<file path="src/rtl/core/pwwr_pkg.sv">
// Package for the pulse width word receiver: register codes, reset values,
// event codes and the structs passed between the receiver's modules.
// No dependencies.
`timescale 1ns / 1ps

package pwwr_pkg;

  localparam int LEN_W          = 16;
  localparam int CFG_IDX_W      = 3;
  localparam int CFG_DATA_W     = 16;
  localparam int CNT_W          = 6;
  localparam int EV_W           = 3;
  localparam int OUT_WORD_W     = 32;
  localparam int DEF_WORD_BITS  = 32;

  localparam logic [LEN_W-1:0] LEN_MAX   = 16'hFFFF;
  localparam logic [CNT_W-1:0] COUNT_MAX = 6'd63;

  localparam logic [LEN_W-1:0] RST_ZERO_TIME   = 16'h0200;
  localparam logic [LEN_W-1:0] RST_ONE_TIME    = 16'h0400;
  localparam logic [LEN_W-1:0] RST_BREAK_TIME  = 16'h0800;
  localparam logic [LEN_W-1:0] RST_SYNC_TIME   = 16'h1000;
  localparam logic [LEN_W-1:0] RST_TOLERANCE   = 16'h0080;
  localparam logic [LEN_W-1:0] RST_MIN_PRESS   = 16'h0080;
  localparam logic [LEN_W-1:0] RST_SHORT_LIMIT = 16'h8000;

  typedef enum logic [CFG_IDX_W-1:0] {
    CFG_ZERO_TIME   = 3'd0,
    CFG_ONE_TIME    = 3'd1,
    CFG_BREAK_TIME  = 3'd2,
    CFG_SYNC_TIME   = 3'd3,
    CFG_TOLERANCE   = 3'd4,
    CFG_MASTER_MODE = 3'd5,
    CFG_MIN_PRESS   = 3'd6,
    CFG_SHORT_LIMIT = 3'd7
  } cfg_idx_t;

  typedef enum logic [EV_W-1:0] {
    EV_NONE  = 3'd0,
    EV_WORD  = 3'd1,
    EV_SYNC  = 3'd2,
    EV_SHORT = 3'd3,
    EV_LONG  = 3'd4
  } ev_t;

  typedef struct packed {
    logic [LEN_W-1:0] zero_time;
    logic [LEN_W-1:0] one_time;
    logic [LEN_W-1:0] break_time;
    logic [LEN_W-1:0] sync_time;
    logic [LEN_W-1:0] tolerance;
    logic             master_mode;
    logic [LEN_W-1:0] min_press;
    logic [LEN_W-1:0] short_press_limit;
  } cfg_t;

  // Classification of one pulse; at most one of take_bit, brk and sync is
  // set, and bit_one only qualifies take_bit.
  typedef struct packed {
    logic take_bit;
    logic bit_one;
    logic brk;
    logic sync;
    ev_t  press_ev;
  } dec_t;

endpackage

</file>
<file path="src/rtl/core/pwwr_word_acc.sv">
// Word accumulator: shift register and saturating bit count, and the
// result event and word for each classified pulse. Depends on pwwr_pkg.
`timescale 1ns / 1ps

module pwwr_word_acc import pwwr_pkg::*; #(
  parameter int WORD_BITS = DEF_WORD_BITS
) (
  input  logic                  clk,
  input  logic                  rst_n,
  input  logic                  step,
  input  dec_t                  dec,
  output ev_t                   ev,
  output logic [OUT_WORD_W-1:0] word
);

  localparam int EXT_W = (WORD_BITS > OUT_WORD_W) ? WORD_BITS : OUT_WORD_W;
  localparam logic [CNT_W:0] FULL_COUNT = (CNT_W + 1)'(WORD_BITS);

  logic [WORD_BITS-1:0] shift_r;
  logic [WORD_BITS-1:0] shift_nxt;
  logic [CNT_W-1:0]     cnt_r;
  logic [CNT_W-1:0]     cnt_nxt;
  logic [EXT_W-1:0]     shift_ext;

  assign shift_ext = EXT_W'(shift_r);

  always_comb begin
    shift_nxt = shift_r;
    cnt_nxt   = cnt_r;
    ev        = dec.press_ev;
    word      = '0;
    if (dec.take_bit) begin
      // New bits enter at the top; the oldest bit ends up at bit 0.
      shift_nxt = {dec.bit_one, shift_r[WORD_BITS-1:1]};
      if (cnt_r != COUNT_MAX) begin
        cnt_nxt = cnt_r + CNT_W'(1);
      end
    end else if (dec.brk) begin
      if ({1'b0, cnt_r} == FULL_COUNT) begin
        ev   = EV_WORD;
        word = shift_ext[OUT_WORD_W-1:0];
      end
      shift_nxt = '0;
      cnt_nxt   = '0;
    end else if (dec.sync) begin
      ev        = EV_SYNC;
      shift_nxt = '0;
      cnt_nxt   = '0;
    end
  end

  always_ff @(posedge clk) begin
    if (!rst_n) begin
      shift_r <= '0;
      cnt_r   <= '0;
    end else if (step) begin
      shift_r <= shift_nxt;
      cnt_r   <= cnt_nxt;
    end
  end

endmodule

</file>
<file path="config.mk">
export PLATFORM = sky130hd
export DESIGN_NAME = pwwr_word_acc
export DESIGN_NICKNAME = d
export VERILOG_FILES = /design/src/rtl/core/pwwr_pkg.sv /design/src/rtl/core/pwwr_word_acc.sv
export SDC_FILE = /design/constraint.sdc
export NUM_CORES = 1
export LEC_CHECK = 0
export BUFFER_PORTS_ARGS = -buffer_cell sky130_fd_sc_hd__buf_4
export CORE_MARGIN = 1
export CORE_UTILIZATION = 40
export DETAILED_ROUTE_END_ITERATION = 10
export PLACE_DENSITY_LB_ADDON = 0.05
export SYNTH_ARGS = -nofsm -noshare
export SYNTH_HDL_FRONTEND = slang
export SYNTH_SLANG_ARGS = --single-unit
</file>
<file path="constraint.sdc">
create_clock -name clk -period 2 [get_ports clk]
set_input_delay 0.1 -clock clk [delete_from_list [all_inputs] [get_ports clk]]
set_output_delay 0.1 -clock clk [all_outputs]
set_load 0.05 [all_outputs]
</file>
==> results summary <==
The run finished, with violations left. The checks that failed: negative setup slack. The fraction of the mapped netlist area in compound gates came out at 0.177. The net count of the finished layout is 251.

The die span in x came out at 68.9 um. The largest stage delay on the critical path came out at 0.46 ns. The cell sitting at the root of the clock tree is a clkbuf_8. The library cell appearing most often on the critical path is buf_6. The register clock-pin slew on the reported worst setup and hold paths came out at 0.07 ns. The post-route setup TNS is -5.52 ns. The critical path class is reg -> out. The worst setup timing slack at the placement stage is 0.0565 ns. The violation count after the first detailed-routing iteration is 98. At the worst endpoint, the arrival time is 2.08 ns. The number of pins exceeding their max-slew limit in the final report is 0. The proportion of synthesized chip area in sequential cells came out at 0.425.

In this run the deepest clock path goes through 2 buffers. The detailed-routing iteration count for the pre-antenna-repair pass is 4. After synthesis, the largest family of logic cells by area is simple AND/OR/NAND/NOR gates.

45 I/O pins were placed. The routability congestion estimate from global placement is 0.835. The cell area after placement came out at 2160 um^2. The total die area is 4750 um^2.

Summed over all layers, the global routing overflow is 0. The via count is 1536. The number of DRC violations after detailed routing is 0. The headroom to the max-slew limit is 0.207. The number of sinks on the clock net came out at 38.

The flop and latch count out of synthesis came out at 38. After detailed routing, the average wire length per cell comes to 14.2 um. The slew at the pin closest to its max-slew limit is 1.19 ns.

The slowest stage of the critical path is the or4b_4 cell. The worst clock skew is 0.00294 ns. Setup violations remaining at the end of the flow were counted as 35.

The count of yosys warnings during synthesis came out at 0. The portion of netlist area occupied by mux cells is 0.00559. The post-synthesis average cell area is 9.14 um^2. Once detailed placement completed, the half-perimeter wirelength came to 2530 um. In this run the tool buffered the top-level ports with 44 buffer cells. The utilization after layout came out at 0.603. The overall die height came out at 68.9 um. Of the available clock period, the critical path in the final layout requires 1.09. The data required time of the critical path came out at 1.90 ns. The net count after synthesis came out at 208. The total global routing track utilization is 0.196. The first global-routing pass estimated 6770 um of wire.

After layout, the worst setup slack is -0.182 ns. The area of the core is 4140 um^2. The growth of design area from synthesis to finish came out at 39.5%.

The time the worst path needs with I/O delays and setup came out at 2.18 ns. The share of post-route cells with drive strength above 1 is 0.400. The post-synthesis share of cell area spent on full adders, half adders and majority gates is 0.0140. The worst min-delay path category is in -> reg. The final count of hold timing violations is 0.

The sequential cell area came out at 763 um^2. The number of instances in the synthesized netlist is 196. The peak fanout along the critical path is 5. The startpoint type of the worst setup path is a flip-flop. The most frequent standard cell in the layout excluding fill and tap cells is dfxtp_1.

For this design the static power due to leakage is 0.00103 uW. The power density normalized to cell area is 615 nW/um^2. The count of distinct cell types in the synthesized netlist came out at 27. Setup repair after global routing could not meet its margin everywhere. The pin count of the biggest net entering global routing is 38. Of the total synthesized cell area, the portion taken by XOR and XNOR cells is 0.0244. 0 antenna diodes ended up in the layout.

In the layout the commonest cells are dfxtp_1 (36), buf_6 (35), a22oi_1 (32), nor2b_1 (32), and3_2 (27). The clock reaches the later pin of the worst-skew pair after 0.29 ns. Across the run, the number of max-cap violations was 0. The antenna violation net count after detailed routing is 0.

The via count of the first global-routing pass is 1462. The area of the multi-input gates came out at 970 um^2. IR analysis of the VDD net gives a maximum drop of 0.335 mV. The number of antenna violations at the first check in global routing was 0. The cell family contributing the most delay on the critical path is simple AND/OR/NAND/NOR gates.

In the routed layout, each cell is associated on average with a via count of 5.30. The sum of routed wire length over all layers came out at 4120 um. The critical path goes through inv_2, ha_1, or4b_4, nor3b_4, buf_6, buf_6, nor2_1, o21a_1, buf_6.

The number of clock buffers inserted by TritonCTS came out at 5. The sort of element at the end of the critical path is an output pin. After floorplanning, the core was divided into 23 placement rows. For this configuration, the core starts out at a cell density of 0.432. The final non-filler cell area is 2500 um^2. The filler cells instantiated in the layout total 348. The deepest level of the CTS H-tree came out at 2. The combined area of all synthesized cells is 1790 um^2. TritonCTS built the clock tree. The fraction of the mapped netlist area in simple logic gates is 0.291. The maximum clock frequency is 458 MHz.

The buffering stage count on the worst path with inverters included came out at 4.
[state kept, by name, summed over array words and instances (netlist names)]
name	count
cnt_r	6
shift_ext	32
[logic make-up (layout without fill, tap and decap cells)]
| group | count (synthesis) | count (layout) |
|---|---|---|
| simple gates | 84 | 84 |
| compound gates | 44 | 44 |
| flops | 38 | 38 |
| buf+inv | 22 | 66 |
| xor+xnor | 5 | 5 |
| fa+ha+maj | 2 | 2 |
| mux | 1 | 1 |
[cell type report]
type / instances / share of cell area
clock buffer: 7 / 0.0305
clock inverter: 1 / 0.0120
inverter: 4 / 0.00601
multi-input combinational: 136 / 0.388
sequential: 38 / 0.305
tap: 50 / 0.0250
timing repair buffer: 54 / 0.233
[path summary, 6_finish.rpt]
path	slack, ns	cells after the start	from	endpoint
min	0.09	3	dec[5]	shift_ext[31]
max	-0.18	9	cnt_r[0]	ev[2]
min reg2reg	0.53	2	shift_ext[0]	shift_ext[0]
max reg2reg	0.43	6	cnt_r[0]	cnt_r[4]
[through the flow]
stage	total power, uW	std cells	hold WS, ns
after floorplan	868	196	0.228
after global placement	905	275	0.389
after detailed placement	907	275	0.391
after CTS	1550	290	0.0891
after global routing	1600	290	0.113
final	1540	290	0.0949
[synth_stat cells, drive strengths merged]
cell      n  area share
o21a      1      0.0042
nand2     2      0.0042
xor2      4       0.020
a22oi    32        0.13
o31ai     1      0.0042
o211ai    2      0.0084
inv       4      0.0084
and2      3       0.010
dfxtp    38        0.42
or3b      1      0.0049
clkbuf   13       0.027
nor2      8       0.017
nor2b    32        0.11
or4b      1      0.0077
ha        2       0.014
nor3b     1       0.010
o2111ai   1      0.0049
o21ai     6       0.017
mux2i     1      0.0056
nand2b    1      0.0035
nand3     2      0.0056
o31a      1      0.0049
buf       5       0.028
xnor2     1      0.0049
and3     33        0.12
[repair_timing]
item	4_1_cts	5_1_grt
endpoints found under the setup margin	35	35
gates cloned	3	0
setup buffers	4	0
hold buffers	0	0
resized for setup	49	6
pin swaps	1	2
[metal layers]
metal / track usage / part of all wire / up-vias
met5: 0 / 0 / -
met4: 0.0791 / 0.015 / 0
met3: 0.0543 / 0.044 / 6
met2: 0.322 / 0.48 / 42
met1: 0.241 / 0.46 / 710
li1: - / - / 778
[where the power goes]
part,switching [uW],internal [uW]
clock,261,373
combinational,84.2,53.7
sequential,2.97,761
[worst register-to-register path: cells and delay by family (launching register included)]
kind	cells	cell delay, ns
XOR/XNOR	1	0.14
adder cells (fa/ha/maj)	1	0.16
AND/OR/NAND/NOR	3	0.70
buffers and inverters	1	0.11
flip-flops	1	0.34
No activity file was read; power rests on OpenSTA's default activity.
