File: src/rtl/core/pwwr_pkg.sv
// Package for the pulse width word receiver: register codes, reset values,
// event codes and the structs passed between the receiver's modules.
// No dependencies.
`timescale 1ns / 1ps

package pwwr_pkg;

  localparam int LEN_W          = 16;
  localparam int CFG_IDX_W      = 3;
  localparam int CFG_DATA_W     = 16;
  localparam int CNT_W          = 6;
  localparam int EV_W           = 3;
  localparam int OUT_WORD_W     = 32;
  localparam int DEF_WORD_BITS  = 32;

  localparam logic [LEN_W-1:0] LEN_MAX   = 16'hFFFF;
  localparam logic [CNT_W-1:0] COUNT_MAX = 6'd63;

  localparam logic [LEN_W-1:0] RST_ZERO_TIME   = 16'h0200;
  localparam logic [LEN_W-1:0] RST_ONE_TIME    = 16'h0400;
  localparam logic [LEN_W-1:0] RST_BREAK_TIME  = 16'h0800;
  localparam logic [LEN_W-1:0] RST_SYNC_TIME   = 16'h1000;
  localparam logic [LEN_W-1:0] RST_TOLERANCE   = 16'h0080;
  localparam logic [LEN_W-1:0] RST_MIN_PRESS   = 16'h0080;
  localparam logic [LEN_W-1:0] RST_SHORT_LIMIT = 16'h8000;

  typedef enum logic [CFG_IDX_W-1:0] {
    CFG_ZERO_TIME   = 3'd0,
    CFG_ONE_TIME    = 3'd1,
    CFG_BREAK_TIME  = 3'd2,
    CFG_SYNC_TIME   = 3'd3,
    CFG_TOLERANCE   = 3'd4,
    CFG_MASTER_MODE = 3'd5,
    CFG_MIN_PRESS   = 3'd6,
    CFG_SHORT_LIMIT = 3'd7
  } cfg_idx_t;

  typedef enum logic [EV_W-1:0] {
    EV_NONE  = 3'd0,
    EV_WORD  = 3'd1,
    EV_SYNC  = 3'd2,
    EV_SHORT = 3'd3,
    EV_LONG  = 3'd4
  } ev_t;

  typedef struct packed {
    logic [LEN_W-1:0] zero_time;
    logic [LEN_W-1:0] one_time;
    logic [LEN_W-1:0] break_time;
    logic [LEN_W-1:0] sync_time;
    logic [LEN_W-1:0] tolerance;
    logic             master_mode;
    logic [LEN_W-1:0] min_press;
    logic [LEN_W-1:0] short_press_limit;
  } cfg_t;

  // Classification of one pulse; at most one of take_bit, brk and sync is
  // set, and bit_one only qualifies take_bit.
  typedef struct packed {
    logic take_bit;
    logic bit_one;
    logic brk;
    logic sync;
    ev_t  press_ev;
  } dec_t;

endpackage

File: src/rtl/core/pwwr_decode.sv
// Pulse classifier: window tests in receive mode, press classes in master
// mode. Purely combinational. Depends on pwwr_pkg.
`timescale 1ns / 1ps

module pwwr_decode import pwwr_pkg::*; (
  input  cfg_t             cfg,
  input  logic [LEN_W-1:0] pulse_length,
  input  logic             timer_overflow,
  output dec_t             dec
);

  logic [LEN_W-1:0] len;
  logic             in_zero;
  logic             in_one;
  logic             in_break;
  logic             in_sync;

  // Bounds are exclusive and computed one bit wider, so they never wrap.
  function automatic logic in_window(input logic [LEN_W-1:0] l,
                                     input logic [LEN_W-1:0] nom,
                                     input logic [LEN_W-1:0] tol);
    logic [LEN_W:0] lo_side;
    logic [LEN_W:0] hi_side;
    lo_side = {1'b0, l} + {1'b0, tol};
    hi_side = {1'b0, nom} + {1'b0, tol};
    return (lo_side > {1'b0, nom}) && ({1'b0, l} < hi_side);
  endfunction

  assign len      = timer_overflow ? LEN_MAX : pulse_length;
  assign in_zero  = in_window(len, cfg.zero_time,  cfg.tolerance);
  assign in_one   = in_window(len, cfg.one_time,   cfg.tolerance);
  assign in_break = in_window(len, cfg.break_time, cfg.tolerance);
  assign in_sync  = in_window(len, cfg.sync_time,  cfg.tolerance);

  always_comb begin
    dec = '{take_bit: 1'b0, bit_one: 1'b0, brk: 1'b0, sync: 1'b0, press_ev: EV_NONE};
    if (cfg.master_mode) begin
      if (len > cfg.min_press && len <= cfg.short_press_limit) begin
        dec.press_ev = EV_SHORT;
      end else if (len > cfg.short_press_limit) begin
        dec.press_ev = EV_LONG;
      end
    end else if (in_zero) begin
      dec.take_bit = 1'b1;
    end else if (in_one) begin
      dec.take_bit = 1'b1;
      dec.bit_one  = 1'b1;
    end else if (in_break) begin
      dec.brk = 1'b1;
    end else if (in_sync) begin
      dec.sync = 1'b1;
    end
  end

endmodule

File: config.mk
export PLATFORM = sky130hd
export DESIGN_NAME = pwwr_decode
export DESIGN_NICKNAME = d
export VERILOG_FILES = /design/src/rtl/core/pwwr_pkg.sv /design/src/rtl/core/pwwr_decode.sv
export SDC_FILE = /design/constraint.sdc
export NUM_CORES = 1
export LEC_CHECK = 0
export ABC_CLOCK_PERIOD_IN_PS = 9900
export BUFFER_PORTS_ARGS = -buffer_cell sky130_fd_sc_hd__buf_2
export CORE_MARGIN = 1
export CORE_UTILIZATION = 55
export DETAILED_ROUTE_END_ITERATION = 8
export PLACE_DENSITY = 0.78
export SLEW_MARGIN = 10
export SYNTH_ARGS = -nofsm -noshare
export SYNTH_HDL_FRONTEND = slang
export SYNTH_SLANG_ARGS = --single-unit
File: constraint.sdc
create_clock -name vclk -period 9.9
set_clock_uncertainty 0.2 [all_clocks]
set_input_delay 1.98 -clock vclk [all_inputs]
set_output_delay 1.98 -clock vclk [all_outputs]
set_load 0.02 [all_outputs]
==> results.sh, run 1 <==
export IMPL_firstDrtPassIters=5
export IMPL_vias_per_cell=5.92
export IMPL_routabilityCongestion=0.969
export IMPL_swShare_pct=56.2
export IMPL_netlist_instances=965
export IMPL_path_delay_family="compound AO/OA/AOI/OAI gates"
export IMPL_ys_types=66
export IMPL_hold_viol=0
export IMPL_netlist_top_cells_area="ha_1 (41%), a21oi_1 (6.1%), inv_1 (5.9%), a21o_1 (4.3%), xor2_1 (4.2%)"
export IMPL_first_global_vias=6897
export IMPL_status="finished clean"
export IMPL_vias=7527
export IMPL_cp_end_kind="output pin"
export IMPL_crit_arrival_ns=6.44
export IMPL_p_seq_share_pct=0
export IMPL_syn_nets=1337
export IMPL_cp_start_kind="input pin"
export IMPL_min_period_ns=8.62
export IMPL_cp_max_fo=17
export IMPL_io_buffers=137
export IMPL_yosys_area_top_type="ha_1"
export IMPL_drive_gt1_share_pct=15.5
export IMPL_rsz0062_at_grt="false"
export IMPL_max_slew_margin_pct=54.2
export IMPL_core_area_sq_um=12800
export IMPL_min_period_over_period_pct=87.0
export IMPL_max_stage_delay_ns=0.45
export IMPL_path_cells="buf_2, nor2_2, inv_1, ha_1, fa_1, a211oi_2, o21ai_2, o31ai_4, nand2_1, a21o_1, a21oi_1, xnor2_1, ha_1, a21o_1, a21oi_1, o21ai_0, mux2_2, o21ai_0, a32o_2, nand3b_2, a211oi_2, buf_2"
export IMPL_place_area_sq_um=8200
export IMPL_setup_viol=0
export IMPL_synth_top_area_share_pct=40.6
export IMPL_cap_violations=0
export IMPL_diodes=0
export IMPL_wl_per_cell_um=16.6
export IMPL_synth_seq_area_share_pct=0
export IMPL_tightest_slew_ns=0.669
export IMPL_top_layer="met4"
export IMPL_antenna_found_initial=0
export IMPL_die_w_um=117
export IMPL_p_clk_share_pct=0
export IMPL_holdWs_ns=4.14
export IMPL_met2_length_um=9410
export IMPL_post_cts_resized=0
export IMPL_comb_power_share_pct=100.0
export IMPL_post_cts_setup_buffers=0
export IMPL_crit_type="input pin to output pin"
export IMPL_final_nets=1474
export IMPL_overflow=0
export IMPL_tns_ns=0
export IMPL_required_ns=7.72
export IMPL_dpl_hpwl_um=18600
export IMPL_grt_start_max_net_pins=18
export IMPL_hold_path_depth=3
export IMPL_stdcell_area_sq_um=8200
export IMPL_powerDensity_nw_per_um2=80.6
export IMPL_max_freq_mhz=116
export IMPL_netlist_area_sq_um=7310
export IMPL_rows=41
export IMPL_areaGrowthSynthToFinish_pct=12.2
export IMPL_worst_ir_drop_vdd_mv=0.0398
export IMPL_route_met3_wl_um=1210
export IMPL_synth_warning_count=0
export IMPL_ios=137
export IMPL_postSynthAreaPerCell_sq_um=7.58
export IMPL_die_h_um=117
export IMPL_drv_slew=0
export IMPL_holdBufCountCts=0
export IMPL_initial_utilization_pct=57.2
export IMPL_drc_errors=0
export IMPL_p_leak_nw=4.43
export IMPL_nClkBuffers=0
export IMPL_drt_iter0_drc=544
export IMPL_wl_um=21200
export IMPL_cp_slowest_cell="fa_1"
export IMPL_wl_met1_um=10200
export IMPL_cp_depth=22
export IMPL_ant_nets=0
export IMPL_power_total_mw=0.661
export IMPL_seq_cell_count=0
export IMPL_min_path_type="input pin to output pin"
export IMPL_register_area_sq_um=0
export IMPL_grtUsageTotal_pct=29.9
export IMPL_grt_pass1_wl_um=34000
export IMPL_path_buf_inv=3
export IMPL_die_area_sq_um=13800
export IMPL_power_switching_mw=0.371
export IMPL_p_int_mw=0.290
[power groups by stage]
stage,registers (mW),logic [mW],clock network [mW]
2_1_floorplan,0,0.468,0
3_3_place_gp,0,0.627,0
3_5_place_dp,0,0.641,0
4_1_cts,0,0.647,0
5_1_grt,0,0.741,0
6_report,0,0.661,0
[cell type report]
cell class,count,area [sq um]
multi-input combinational,848,6870
fill,1211,4570
timing repair buffer,137,686
inverter,115,432
tap,172,215
[routing by layer]
layer / vias to the layer above / global-route usage (%)
li1: 3863 / -
met1: 3377 / 42.3
met2: 255 / 50.3
met3: 32 / 1.95
met4: 0 / 4.06
met5: - / 0
[kinds of logic after synthesis]
| kind of cell | synth area share [%] |
|---|---|
| AOI/OAI and AO/OA | 26.1 |
| xor gates and xnor gates | 7.43 |
| adders and majority gates | 41.9 |
| buffers and inverters | 6.06 |
| muxes | 0.154 |
| and+or+nand+nor | 18.4 |
[synthesized netlist by cell type (all sizes together), types with 5 or more instances]
| master | count |
|---|---|
| a2111oi | 7 |
| a211oi | 11 |
| a21o | 43 |
| a21oi | 89 |
| a31oi | 10 |
| and3 | 12 |
| and4 | 5 |
| fa | 5 |
| ha | 237 |
| inv | 115 |
| nand2 | 45 |
| nand2b | 11 |
| nand3 | 26 |
| nand4 | 18 |
| nor2 | 51 |
| nor2b | 19 |
| nor3 | 21 |
| nor4 | 6 |
| o2111ai | 5 |
| o211ai | 12 |
| o21a | 17 |
| o21ai | 54 |
| o21bai | 9 |
| o31ai | 6 |
| or2 | 18 |
| or3 | 8 |
| xnor2 | 27 |
| xor2 | 35 |
[placed cells by master, fill, tap and decap left out, types with 17 or more instances in the layout]
cell type    n
ha_1       237
buf_2      137
inv_1      115
a21oi_1     89
nor2_1      50
nand2_1     45
o21ai_0     42
a21o_1      42
xor2_1      35
xnor2_1     27
nand3_1     26
nor3_1      20
nor2b_1     19
or2_2       17
o21a_1      17
nand4_1     17
[metrics by stage]
step	worst slack [ns]	cells	util (%)
CTS	1.32	1272	64.2
detailed placement	1.36	1272	64.2
global route	0.961	1272	64.2
global placement	1.46	1272	64.2
finish	1.28	1272	64.2
floorplan	1.93	965	-
[worst paths after layout]
check	startpoint	endpoint
min	cfg[32]	dec[6]
max	timer_overflow	dec[3]
Note: power is estimated with default switching activity, not from simulation.
==> run 2: changes to the inputs <==
--- a/config.mk
+++ b/config.mk
@@ -11,6 +11,7 @@
 export CORE_UTILIZATION = 55
 export DETAILED_ROUTE_END_ITERATION = 8
 export PLACE_DENSITY = 0.78
+export REMOVE_ABC_BUFFERS = 1
 export SLEW_MARGIN = 10
 export SYNTH_ARGS = -nofsm -noshare
 export SYNTH_HDL_FRONTEND = slang
==> results.sh, run 2 (synthesis results as in run 1) <==
export IMPL_min_period_over_period_pct=87.0
export IMPL_antenna_found_initial=0
export IMPL_dpl_hpwl_um=18300
export IMPL_cap_violations=0
export IMPL_rsz0062_at_grt="false"
export IMPL_drt_iter0_drc=625
export IMPL_instances_no_fill=1272
export IMPL_powerDensity_nw_per_um2=79.9
export IMPL_io_buffers=137
export IMPL_min_to="dec[6]"
export IMPL_place_area_sq_um=8200
export IMPL_grtUsageTotal_pct=29.5
export IMPL_cp_max_fo=17
export IMPL_min_period_ns=8.62
export IMPL_hold_start="cfg[32]"
export IMPL_wl_per_cell_um=16.2
export IMPL_die_w_um=117
export IMPL_max_freq_mhz=116
export IMPL_nClkBuffers=0
export IMPL_layout_commonest_cell="ha_1"
export IMPL_drc_errors=0
export IMPL_final_nets=1474
export IMPL_cp_end_kind="output pin"
export IMPL_tns_ns=0
export IMPL_ios=137
export IMPL_post_cts_resized=0
export IMPL_first_global_vias=6930
export IMPL_diodes=0
export IMPL_overflow=0
export IMPL_core_area_sq_um=12800
export IMPL_wl_um=20700
export IMPL_cp_start_kind="input pin"
export IMPL_holdBufCountCts=0
export IMPL_worst_ir_drop_vdd_mv=0.0368
export IMPL_drv_slew=0
export IMPL_vias=7461
export IMPL_routabilityCongestion=0.992
export IMPL_hold_path_depth=3
export IMPL_hold_viol=0
export IMPL_firstDrtPassIters=6
export IMPL_grt_pass1_wl_um=33700
export IMPL_initial_utilization_pct=57.2
export IMPL_drive_gt1_share_pct=15.5
export IMPL_min_path_type="input pin to output pin"
export IMPL_required_ns=7.72
export IMPL_die_area_sq_um=13800
export IMPL_setup_viol=0
export IMPL_max_slew_margin_pct=61.7
export IMPL_status="finished clean"
export IMPL_register_area_sq_um=0
export IMPL_ant_nets=0
export IMPL_tightest_slew_ns=0.560
export IMPL_place_inst=1272
export IMPL_grt_start_max_net_pins=18
export IMPL_crit_arrival_ns=6.44
export IMPL_crit_type="input pin to output pin"
export IMPL_areaGrowthSynthToFinish_pct=12.2
export IMPL_final_cell_mix="ha_1 (237), buf_2 (137), inv_1 (115)"
export IMPL_p_leak_nw=4.43
export IMPL_rows=41
export IMPL_fin_util_pct=64.2
export IMPL_die_h_um=117
export IMPL_vias_per_cell=5.87
export IMPL_seq_cell_count=0
export IMPL_stdcell_area_sq_um=8200
export IMPL_post_cts_setup_buffers=0
export IMPL_fillCellCount=1178
-- run 2: cell counts in the layout (fill, tap and decap cells not counted) --
Identical to the previous run, type by type.
-- run 2: where the power goes --
group / internal (mW) / switching [mW] / leakage, nW / total, mW
logic: 0.289 / 0.367 / 4.43 / 0.656
clock network: 0 / 0 / 0 / 0
registers: 0 / 0 / 0 / 0
total: 0.289 / 0.367 / 4.43 / 0.656
-- run 2: worst max-delay path by stage --
stage,end,startpoint,cells past startpoint,slack (ns)
after floorplan,dec[3],timer_overflow,20,2.04
after global placement,dec[3],timer_overflow,22,1.45
after detailed placement,dec[3],timer_overflow,22,1.34
after CTS,dec[3],timer_overflow,22,1.31
after global routing,dec[3],timer_overflow,22,0.99
final,dec[3],timer_overflow,22,1.28
-- run 2: cell type report --
type,instances,area (sq um),area share (%)
repair buffers,137,686,8.36
inverters,115,432,5.26
multi-input cells,848,6870,83.8
well taps,172,215,2.62
-- run 2: routing by layer --
metal	global-route usage (%)	wire, um	part of all wire, %
met5	0	0	0
met4	3.25	221	1.1
met3	1.85	1270	6.2
met2	50.3	9270	45
met1	41.4	9910	48
-- run 2: per-stage QoR --
stage	total power, mW	hold WS [ns]	setup WS (ns)
after global placement	0.626	4.14	1.45
after detailed placement	0.637	4.14	1.34
after global routing	0.738	4.17	0.991
after CTS	0.644	4.14	1.31
after floorplan	0.467	3.81	2.04
final	0.656	4.14	1.28
-- run 2: critical path, stage by stage --
cell      delay (ns)
buf_2           0.18
nor2_2          0.29
inv_1           0.07
ha_1            0.23
fa_1            0.46
a211oi_2        0.29
o21ai_2         0.14
o31ai_4         0.22
nand2_1         0.12
a21o_1          0.20
a21oi_1         0.17
xnor2_1         0.25
ha_1            0.33
a21o_1          0.16
a21oi_1         0.13
o21ai_0         0.13
mux2_2          0.28
o21ai_0         0.08
a32o_2          0.21
nand3b_2        0.10
a211oi_2        0.20
buf_2           0.19
