**src/rtl/core/pwwr_pkg.sv**
```systemverilog
// Package for the pulse width word receiver: register codes, reset values,
// event codes and the structs passed between the receiver's modules.
// No dependencies.
`timescale 1ns / 1ps

package pwwr_pkg;

  localparam int LEN_W          = 16;
  localparam int CFG_IDX_W      = 3;
  localparam int CFG_DATA_W     = 16;
  localparam int CNT_W          = 6;
  localparam int EV_W           = 3;
  localparam int OUT_WORD_W     = 32;
  localparam int DEF_WORD_BITS  = 32;

  localparam logic [LEN_W-1:0] LEN_MAX   = 16'hFFFF;
  localparam logic [CNT_W-1:0] COUNT_MAX = 6'd63;

  localparam logic [LEN_W-1:0] RST_ZERO_TIME   = 16'h0200;
  localparam logic [LEN_W-1:0] RST_ONE_TIME    = 16'h0400;
  localparam logic [LEN_W-1:0] RST_BREAK_TIME  = 16'h0800;
  localparam logic [LEN_W-1:0] RST_SYNC_TIME   = 16'h1000;
  localparam logic [LEN_W-1:0] RST_TOLERANCE   = 16'h0080;
  localparam logic [LEN_W-1:0] RST_MIN_PRESS   = 16'h0080;
  localparam logic [LEN_W-1:0] RST_SHORT_LIMIT = 16'h8000;

  typedef enum logic [CFG_IDX_W-1:0] {
    CFG_ZERO_TIME   = 3'd0,
    CFG_ONE_TIME    = 3'd1,
    CFG_BREAK_TIME  = 3'd2,
    CFG_SYNC_TIME   = 3'd3,
    CFG_TOLERANCE   = 3'd4,
    CFG_MASTER_MODE = 3'd5,
    CFG_MIN_PRESS   = 3'd6,
    CFG_SHORT_LIMIT = 3'd7
  } cfg_idx_t;

  typedef enum logic [EV_W-1:0] {
    EV_NONE  = 3'd0,
    EV_WORD  = 3'd1,
    EV_SYNC  = 3'd2,
    EV_SHORT = 3'd3,
    EV_LONG  = 3'd4
  } ev_t;

  typedef struct packed {
    logic [LEN_W-1:0] zero_time;
    logic [LEN_W-1:0] one_time;
    logic [LEN_W-1:0] break_time;
    logic [LEN_W-1:0] sync_time;
    logic [LEN_W-1:0] tolerance;
    logic             master_mode;
    logic [LEN_W-1:0] min_press;
    logic [LEN_W-1:0] short_press_limit;
  } cfg_t;

  // Classification of one pulse; at most one of take_bit, brk and sync is
  // set, and bit_one only qualifies take_bit.
  typedef struct packed {
    logic take_bit;
    logic bit_one;
    logic brk;
    logic sync;
    ev_t  press_ev;
  } dec_t;

endpackage

```
**src/rtl/core/pwwr_cfg_regs.sv**
```systemverilog
// Configuration register file of the pulse width word receiver.
// Depends on pwwr_pkg for register codes and reset values.
`timescale 1ns / 1ps

module pwwr_cfg_regs import pwwr_pkg::*; (
  input  logic                  clk,
  input  logic                  rst_n,
  input  logic                  cfg_we,
  input  logic [CFG_IDX_W-1:0]  cfg_index,
  input  logic [CFG_DATA_W-1:0] cfg_wdata,
  output cfg_t                  cfg
);

  cfg_t cfg_r;
  cfg_t cfg_nxt;

  always_comb begin
    cfg_nxt = cfg_r;
    if (cfg_we) begin
      case (cfg_idx_t'(cfg_index))
        CFG_ZERO_TIME:   cfg_nxt.zero_time         = cfg_wdata;
        CFG_ONE_TIME:    cfg_nxt.one_time          = cfg_wdata;
        CFG_BREAK_TIME:  cfg_nxt.break_time        = cfg_wdata;
        CFG_SYNC_TIME:   cfg_nxt.sync_time         = cfg_wdata;
        CFG_TOLERANCE:   cfg_nxt.tolerance         = cfg_wdata;
        CFG_MASTER_MODE: cfg_nxt.master_mode       = cfg_wdata[0];
        CFG_MIN_PRESS:   cfg_nxt.min_press         = cfg_wdata;
        CFG_SHORT_LIMIT: cfg_nxt.short_press_limit = cfg_wdata;
        default: ;
      endcase
    end
  end

  always_ff @(posedge clk) begin
    if (!rst_n) begin
      cfg_r.zero_time         <= RST_ZERO_TIME;
      cfg_r.one_time          <= RST_ONE_TIME;
      cfg_r.break_time        <= RST_BREAK_TIME;
      cfg_r.sync_time         <= RST_SYNC_TIME;
      cfg_r.tolerance         <= RST_TOLERANCE;
      cfg_r.master_mode       <= 1'b0;
      cfg_r.min_press         <= RST_MIN_PRESS;
      cfg_r.short_press_limit <= RST_SHORT_LIMIT;
    end else begin
      cfg_r <= cfg_nxt;
    end
  end

  assign cfg = cfg_r;

endmodule

```
**config.mk**
```make
export PLATFORM = sky130hd
export DESIGN_NAME = pwwr_cfg_regs
export DESIGN_NICKNAME = d
export VERILOG_FILES = /design/src/rtl/core/pwwr_pkg.sv /design/src/rtl/core/pwwr_cfg_regs.sv
export SDC_FILE = /design/constraint.sdc
export NUM_CORES = 1
export LEC_CHECK = 0
export ABC_AREA = 1
export BUFFER_PORTS_ARGS = -buffer_cell sky130_fd_sc_hd__buf_2
export CORE_MARGIN = 4
export CORE_UTILIZATION = 35
export DETAILED_ROUTE_END_ITERATION = 10
export GPL_TIMING_DRIVEN = 0
export PLACE_DENSITY = 0.63
export SYNTH_ARGS = -nofsm -noshare
export SYNTH_HDL_FRONTEND = slang
export SYNTH_SLANG_ARGS = --single-unit
```
**constraint.sdc**
```tcl
create_clock -name clk -period 0.8 [get_ports clk]
set_input_delay 0.08 -clock clk [delete_from_list [all_inputs] [get_ports clk]]
set_output_delay 0.08 -clock clk [all_outputs]
set_load 0.05 [all_outputs]
```
==> results of run 1 <==
-- cell type report --
type	count	area, µm²	share of cell area
inverter	22	86.33	0.01170
timing repair buffer	147	1906	0.2583
buffer	39	240.2	0.03256
sequential	113	2406	0.3262
antenna	5	12.51	0.001696
clock buffer	26	489.2	0.06632
clock inverter	6	55.05	0.007463
multi-input combinational	465	1967	0.2666
tap	172	215.2	0.02917
-- synthesized netlist by cell type, types with 2 or more instances --
| library cell | instances |
|---|---|
| nor2_4 | 7 |
| buf_6 | 3 |
| nor2_1 | 213 |
| clkbuf_1 | 5 |
| buf_4 | 11 |
| o21ai_0 | 4 |
| buf_1 | 3 |
| inv_2 | 3 |
| dfxtp_1 | 113 |
| buf_2 | 17 |
| nand2_1 | 138 |
| inv_1 | 19 |
| nand3_1 | 98 |
| nor2_2 | 2 |
-- routing by layer --
metal,up-vias,GRT usage
met2,179,0.3302
met5,-,0
li1,2326,-
met4,0,0.09874
met3,33,0.06035
met1,2146,0.2705
-- timing repair --
action / 4_1_cts / 5_1_grt
endpoints found under the setup margin: 113 / 157
hold buffers: 6 / 0
setup buffers: 4 / 4
pin swaps: 0 / 3
hold endpoints to repair: 7 / 0
gates resized for setup: 311 / 33
-- final timing paths --
check | start | to | slack [ns] | depth (start not counted)
worst max-delay path | cfg[80] | cfg[80] | -0.20 | 1
worst min-delay path | cfg_index[1] | cfg[32] | 0.11 | 5
worst max register to register | cfg[79] | cfg[79] | 0.03 | 4
worst min register to register | cfg[11] | cfg[11] | 0.48 | 2
-- cells by family (layout without fill, tap and decap cells) --
family          after synthesis  after routing  share of synthesized area
simple gates                460            460                     0.4243
other cells                   0              5                          0
compound gates                5              5                   0.005538
buf+inv                      61            240                    0.06951
flops                       113            113                     0.5007
-- power groups by stage --
stage | Combinational, W | Sequential (W) | Clock (W)
6_report | 0.00245 | 0.00606 | 0.00696
5_1_grt | 0.00261 | 0.00608 | 0.00733
4_1_cts | 0.00238 | 0.00605 | 0.00706
3_5_place_dp | 0.00201 | 0.00609 | 0
3_3_place_gp | 0.00199 | 0.00609 | 0
2_1_floorplan | 0.000762 | 0.00677 | 0
-- metrics by stage --
stage            util  setup TNS [ns]  instances  worst slack (ns)  total power (W)
5_1_grt        0.5844          -23.74        994           -0.2320          0.01601
4_1_cts        0.5720          -22.32        986           -0.2182          0.01550
3_5_place_dp   0.4404          -36.46        944           -0.4218         0.008094
2_1_floorplan       -               0        639          0.002015         0.007535
3_3_place_gp   0.4404          -35.37        944           -0.4141         0.008081
6_report       0.5846          -20.22        995           -0.2050          0.01547
==> metrics.txt, run 1 <==
CTS Buffer Depth 2; Syn Std Cell Area ~4500 µm²; setup ws final -0.2050 ns; fillcell total around 1200; routed wl met2 7.332 mm; clock root cell clkbuf_16; CTS buffer count 17; clk_skew 0 ns; max incr delay on CP around 0.36 ns; Min Hold Slack about 0.11 ns; Worst Path Buf+Inv 1; fin crit period roughly 1 ns; asr flop ratio synth 0; Crit Path Category flip-flop to output port; switching power around 0.0042 W; top area cells in the synthesized netlist dfxtp_1, nor2_1, nand2_1; Post-Syn Nets about 660; DP Wirelength roughly 10 mm; Avg Cell Area, Syn between 7 and 8 µm²; fin. max-slew vios 0; max FFs per register 113; Worst-Skew Late Latency slightly above 0.4 ns; number of synthesized flops with an enable pin 0; share of cells above drive strength 1 0.4095; Setup crit end kind output port; Final nets ~830; die area about 15000 µm²; Relative slew margins 0.6131; max cap viols 0; CTS tree done; violated checks setup timing; largest net degree at the start of global routing 17; Mapped Cells 639; outcome finished with violations; area of the core roughly 13000 µm²; number of global-route vias before repair 4366; GP Congestion roughly 0.8; Iteration-0 DRC Markers roughly 260; placed inst area between 5000 and 6000 µm²; Sw Ratio 0.2730; worst path required time slightly above 0.7 ns; Clk pwr share 0.450; Highest Signal Layer met4; width of the die between 100 and 150 µm; Syn-to-layout area delta 63.28%; combinational share of power 0.159; die height about 120 µm; detailed-route via count about 4700; register share of total power 0.392; Leak ~3.3 nW; CTS Sinks around 110; Vias/cell about 4.7; H-Tree Depth 4; number of port buffers 133; WL/cell roughly 16 µm; Main synth FF type dfxtp_1; cell family with most CP delay flip-flops; Startpoint Class flip-flop; commonest non-fill, non-tap cell in the layout nor2_1; post-route cell area around 7400 µm²; routed wire length approximately 16 mm; Synth cell types 17; initial antenna violation count 4; clk slew on worst S/H paths ~0.050 ns; VDD IR-drop max 0.001165 V; total grt overflow 0; crit path DAT about 0.92 ns; first-pass GRT wire length 23.27 mm; Post-route DRC 0; worst hold path type primary input to flip-flop; number of synthesis warnings 0; Crit-path slowest cell dfxtp_2; # IOs about 140; final worst path period share 1.256; area leader, netlist dfxtp_1; most frequent cells in the layout nor2_1, nand2_1, dfxtp_2; Cell Chain, Critical Path buf_8; metal3 WL around 1.3 mm; Fmax ~1000 MHz; Worst-Margin Slew 0.5804 ns; RSZ-0062 raised after global routing true; top cell type's share of synthesized area 0.5007; register area share after synthesis 0.5007; setup violators final around 110; Initial DRT Pass Iterations 5; pwr/cell area around 2100 nW/µm²; P_int 0.01125 W; Post-Route M1 WL about 6.6 mm; synthesized flop and latch total roughly 110; row count approximately 40; Hold Fails Final Rpt 0; DRT antenna net count 0; starting density of the core 0.3580; worst-path fanout max 2; All-Layer GR Usage 0.2114
Note: power is estimated with default switching activity, not from simulation.
==> inputs of run 2 (changes only) <==
Settings changed: CORE_MARGIN 4 to default, SKIP_LAST_GASP from default to 1.
==> metrics.txt, run 2 (same netlist as run 1, synthesis figures left out) <==
max cap viols 0 (unchanged); sequential cell area 2409 µm² (was 2406 µm²); DRT antenna net count 0 (unchanged); WL/cell 15.26 µm (was 15.79 µm); Final Core Density 0.5845 (was 0.5846); crit path DAT 0.93 ns (was 0.92 ns); Startpoint Class flip-flop (unchanged); dpl ws -0.4254 ns (was -0.4218 ns); CTS tree done (unchanged); fin crit period 1.011 ns (was 1.005 ns); worst path required time 0.72 ns (about the same); worst hold path type primary input to flip-flop (unchanged); routed wire length 15.09 mm (was 15.71 mm); Min Hold Slack 0.09024 ns (was 0.1114 ns); clk slew on worst S/H paths 0.05 ns (about the same); pwr/cell area 2222 nW/µm² (was 2097 nW/µm²); multi-input logic area 1962 µm² (was 1967 µm²); Relative slew margins 0.6061 (was 0.6131); Levels on crit path 1 (unchanged); Fmax 989.3 MHz (was 995.1 MHz); die area 13370 µm² (was 14790 µm²); min-delay src cfg_index[1] (unchanged); number of port buffers 133 (unchanged); CTS buffer count 17 (unchanged); All-Layer GR Usage 0.2383 (was 0.2114); worst-path fanout max 2 (unchanged); RR Startpoint cfg[49] (was cfg[79]); Final nets 826 (was 827); setup ws final -0.2108 ns (was -0.2050 ns); violated checks setup timing (unchanged); max FFs per register 113 (unchanged); antenna cells 0 (was 5); number of global-route vias before repair 4303 (was 4366); detailed-route via count 4584 (was 4684); starting density of the core 0.3580 (unchanged); fillcell total 1192 (was 1210); DP Wirelength 9.960 mm (was 10.49 mm); first-pass GRT wire length 23.03 mm (was 23.27 mm); Cell Chain, Critical Path buf_8 (unchanged); Hold Fails Final Rpt 0 (unchanged); H-Tree Depth 4 (unchanged); Worst-Skew Late Latency 0.42 ns (was 0.41 ns); CP Launch Point cfg[80] (unchanged); cell family with most CP delay flip-flops (unchanged); Leak 3.286 nW (was 3.278 nW); Vias/cell 4.635 (was 4.708); Syn-to-layout area delta 63.25% (was 63.28%); Setup crit end kind output port (unchanged); Worst Reg-to-Reg Cells 3 (was 4); GP Congestion 0.8188 (was 0.8208); # IOs 135 (unchanged); most frequent cells in the layout nor2_1, nand2_1, dfxtp_2 (unchanged); CTS Sinks 113 (unchanged); final worst path period share 1.264 (was 1.256); area of the core 12620 µm² (unchanged); fin. max-slew vios 0 (unchanged); Post-route DRC 0 (unchanged); die height 115.6 µm (was 121.6 µm); initial antenna violation count 0 (was 4); width of the die 115.6 µm (was 121.6 µm); CTS Buffer Depth 2 (unchanged); share of cells above drive strength 1 0.4125 (was 0.4095); largest net degree at the start of global routing 17 (unchanged); Initial DRT Pass Iterations 5 (unchanged); Crit-path slowest cell dfxtp_2 (unchanged); clk_skew 0 ns (unchanged); setup violators final 113 (unchanged); Iteration-0 DRC Markers 340 (was 259); total grt overflow 0 (unchanged); outcome finished with violations (unchanged); Overall Power 0.01639 W (was 0.01547 W); hold path cells 5 (unchanged); row count 41 (unchanged); Crit Path Category flip-flop to output port (unchanged); Worst Path Buf+Inv 1 (unchanged); max incr delay on CP 0.36 ns (about the same); VDD IR-drop max 0.001293 V (was 0.001165 V); RSZ-0062 raised after global routing true (unchanged); Worst-Margin Slew 0.5909 ns (was 0.5804 ns); clock root cell clkbuf_16 (unchanged); commonest non-fill, non-tap cell in the layout nor2_1 (unchanged)
run 2: changes by cell type in the layout (fill, tap and decap cells not counted), moves of 2 or more:
cell        before  now
clkinvlp_4       1    3
bufinv_16        1    4
clkbuf_1         8    4
buf_8          109   96
diode_2          5    0
buf_6            8   20
run 2: report_power, final:
part | switching [W] | total (W) | internal [W] | leakage (nW)
combinational | 0.00155 | 0.00242 | 0.000869 | 2.02
clock | 0.00258 | 0.00792 | 0.00533 | 0.303
sequential | 0.000183 | 0.00605 | 0.00587 | 0.965
total | 0.00431 | 0.0164 | 0.0121 | 3.29
run 2: worst paths after layout:
| path | to | slack, ns |
|---|---|---|
| setup / recovery | cfg[80] | -0.21 |
| hold / removal | cfg[96] | 0.09 |
| setup reg to reg | cfg[49] | 0.10 |
| hold reg to reg | cfg[8] | 0.48 |
run 2: through the flow:
stage / TNS [ns] / cell area, µm² / cells
after global routing: -24.22 / 7376 / 989
after global placement: -34.63 / 5558 / 944
after detailed placement: -36.11 / 5558 / 944
after CTS: -22.75 / 7167 / 984
after floorplan: 0 / 4677 / 639
final: -21.28 / 7376 / 989
run 2: cell type report:
type / count / share of cell area
clock buffer: 21 / 0.06243
tap: 172 / 0.02918
timing repair buffer: 146 / 0.2502
inverter: 22 / 0.01170
sequential: 113 / 0.3265
clock inverter: 11 / 0.02171
buffer: 39 / 0.03223
multi-input combinational: 465 / 0.2660
run 2: per-layer routing:
layer  GRT usage  wire length [µm]  share of wire  up-vias
met5           0                 0              0        -
met4      0.1103               398          0.026        0
met3     0.07113              1314          0.087       35
met2      0.3741              7067           0.47      181
met1      0.3015              6311           0.42     2042
li1            -                 -              -     2326
run 2: repair_timing:
action | 4_1_cts | 5_1_grt
hold buffers | 6 | 0
gates resized for setup | 281 | 48
endpoints found under the hold margin | 7 | 0
setup buffers | 2 | 5
pin swaps | 0 | 1
endpoints found under the setup margin | 113 | 150
==> inputs of run 3 (changes only) <==
Settings changed: GPL_TIMING_DRIVEN 0 to default, MAX_ROUTING_LAYER from default to met4.
==> metrics.txt, run 3 (same netlist as run 1, synthesis figures left out) <==
fin. max-slew vios 0 (unchanged); Setup crit end kind output port (unchanged); Clk pwr share 0.490 (was 0.483); GRT met2 Usage 0.3709 (was 0.3741); All-Layer GR Usage 0.2398 (was 0.2383); P_int 0.01277 W (was 0.01207 W); Final nets 835 (was 826); commonest non-fill, non-tap cell in the layout nor2_1 (unchanged); initial antenna violation count 1 (was 0); dpl ws -0.2670 ns (was -0.4254 ns); Cell Chain, Critical Path buf_8 (unchanged); die area 13370 µm² (unchanged); post-route cell area 7836 µm² (was 7376 µm²); met1 usage 0.3036 (was 0.3015); Initial DRT Pass Iterations 5 (unchanged); CP Launch Point cfg[60] (was cfg[80]); GP Congestion 0.7661 (was 0.8188); met3 track demand over resource 0.05021 (was 0.07113); fin crit period 1.004 ns (was 1.011 ns); worst-path fanout max 2 (unchanged); row count 41 (unchanged); Crit Path Category flip-flop to output port (unchanged); max incr delay on CP 0.36 ns (about the same); number of port buffers 134 (was 133); Final Non-Filler Cells 998 (was 989); min-delay src rst_n (was cfg_index[1]); Hold Fails Final Rpt 0 (unchanged); first-pass GRT wire length 22.89 mm (was 23.03 mm); combinational share of power 0.155 (was 0.147); crit path DAT 0.92 ns (was 0.93 ns); Worst Path Buf+Inv 1 (unchanged); placed instance count 955 (was 944); H-Tree Depth 4 (unchanged); Sw Ratio 0.2532 (was 0.2633); violated checks setup timing (unchanged); RR Startpoint cfg[29] (was cfg[49]); detailed-route via count 4713 (was 4584); multi-input logic area 1957 µm² (was 1962 µm²); RSZ-0062 raised after global routing true (unchanged); Iteration-0 DRC Markers 444 (was 340); Post-route DRC 0 (unchanged); DRT antenna net count 0 (unchanged); total grt overflow 0 (unchanged); setup violators final 113 (unchanged); clock root cell clkbuf_16 (unchanged); number of global-route vias before repair 4319 (was 4303); cell family with most CP delay flip-flops (unchanged); CTS Buffer Depth 2 (unchanged); Syn-to-layout area delta 73.44% (was 63.25%); CTS Sinks 113 (unchanged); clk_skew 0 ns (unchanged); pwr/cell area 2182 nW/µm² (was 2222 nW/µm²); Worst-Skew Late Latency 0.41 ns (was 0.42 ns); die height 115.6 µm (unchanged); Fmax 996.3 MHz (was 989.3 MHz); register share of total power 0.354 (was 0.369); Startpoint Class flip-flop (unchanged); largest net degree at the start of global routing 33 (was 17); # IOs 135 (unchanged); Relative slew margins 0.7535 (was 0.6061); CTS buffer count 17 (unchanged); starting density of the core 0.3580 (unchanged); Worst-Margin Slew 0.3689 ns (was 0.5909 ns); worst hold path type primary input to flip-flop (unchanged); WL/cell 15.16 µm (was 15.26 µm); area of the core 12620 µm² (unchanged); share of cells above drive strength 1 0.4255 (was 0.4125); placed inst area 5991 µm² (was 5558 µm²); fillcell total 1070 (was 1192); Vias/cell 4.722 (was 4.635); busiest grt layer met2 (unchanged); routed wire length 15.13 mm (was 15.09 mm); DP Wirelength 9.416 mm (was 9.960 mm); Leak 3.467 nW (was 3.286 nW); switching power 0.004329 W (was 0.004315 W); setup ws final -0.2037 ns (was -0.2108 ns); most frequent cells in the layout nor2_1, nand2_1, dfxtp_2 (unchanged); sequential cell area 2406 µm² (was 2409 µm²); outcome finished with violations (unchanged); max FFs per register 113 (unchanged); VDD IR-drop max 0.001166 V (was 0.001293 V); worst path required time 0.72 ns (about the same); Final Core Density 0.6210 (was 0.5845); width of the die 115.6 µm (unchanged); clk slew on worst S/H paths 0.06 ns (was 0.05 ns); CTS tree done (unchanged); Crit-path slowest cell dfxtp_2 (unchanged); final worst path period share 1.255 (was 1.264); max cap viols 0 (unchanged)
run 3: changes by cell type in the layout (fill, tap and decap cells not counted), sizes merged:
cell	previous run	this run
buf	173	188
clkinv	5	3
diode	0	1
bufinv	4	5
clkbuf	27	21
run 3: layout make-up:
cell class / instances / area share
clock buffers: 21 / 0.06131
flip-flops and latches: 113 / 0.3070
repair buffers: 194 / 0.3201
well taps: 172 / 0.02746
inverters: 22 / 0.01102
diodes: 1 / 0.0003193
clock inverters: 10 / 0.02299
multi-input cells: 465 / 0.2497
run 3: final timing paths:
check | endpoint | slack, ns | cells past startpoint
worst min-delay path | cfg[15] | 0.11 | 3
worst min register to register | cfg[105] | 0.48 | 2
worst max-delay path | cfg[60] | -0.20 | 1
worst max register to register | cfg[29] | 0.10 | 3
run 3: worst register-to-register path, cell delays in order (launching register included):
cell and delay [ns]:
dfxtp_2 0.32, buf_4 0.13, nor2_1 0.09, nor2_1 0.05
run 3: routing by layer:
| layer | vias to the layer above | wire [µm] |
|---|---|---|
| li1 | 2340 | - |
| met1 | 2139 | 6467 |
| met2 | 208 | 7458 |
| met3 | 26 | 906 |
| met4 | 0 | 294 |
| met5 | - | 0 |
run 3: per-stage QoR:
stage	TNS (ns)	hold slack, ns	power [W]
final	-20.43	0.1099	0.01710
after global routing	-23.61	0.1083	0.01767
after CTS	-22.11	0.1006	0.01712
after detailed placement	-23.70	0.3046	0.008332
after global placement	-22.40	0.3050	0.008322
after floorplan	0	0.1932	0.007535
run 3: what timing repair did:
item	4_1_cts	5_1_grt
gates resized for setup	284	43
endpoints found under the setup margin	113	113
buffers inserted	3	2
hold buffers	6	0
hold endpoints to repair	7	0
run 3: power groups by stage:
stage	Clock, W	Combinational, W	Sequential, W
2_1_floorplan	0	0.000762	0.00677
3_3_place_gp	0	0.00223	0.00609
3_5_place_dp	0	0.00224	0.00609
4_1_cts	0.00850	0.00258	0.00605
5_1_grt	0.00876	0.00283	0.00607
6_report	0.00838	0.00266	0.00606
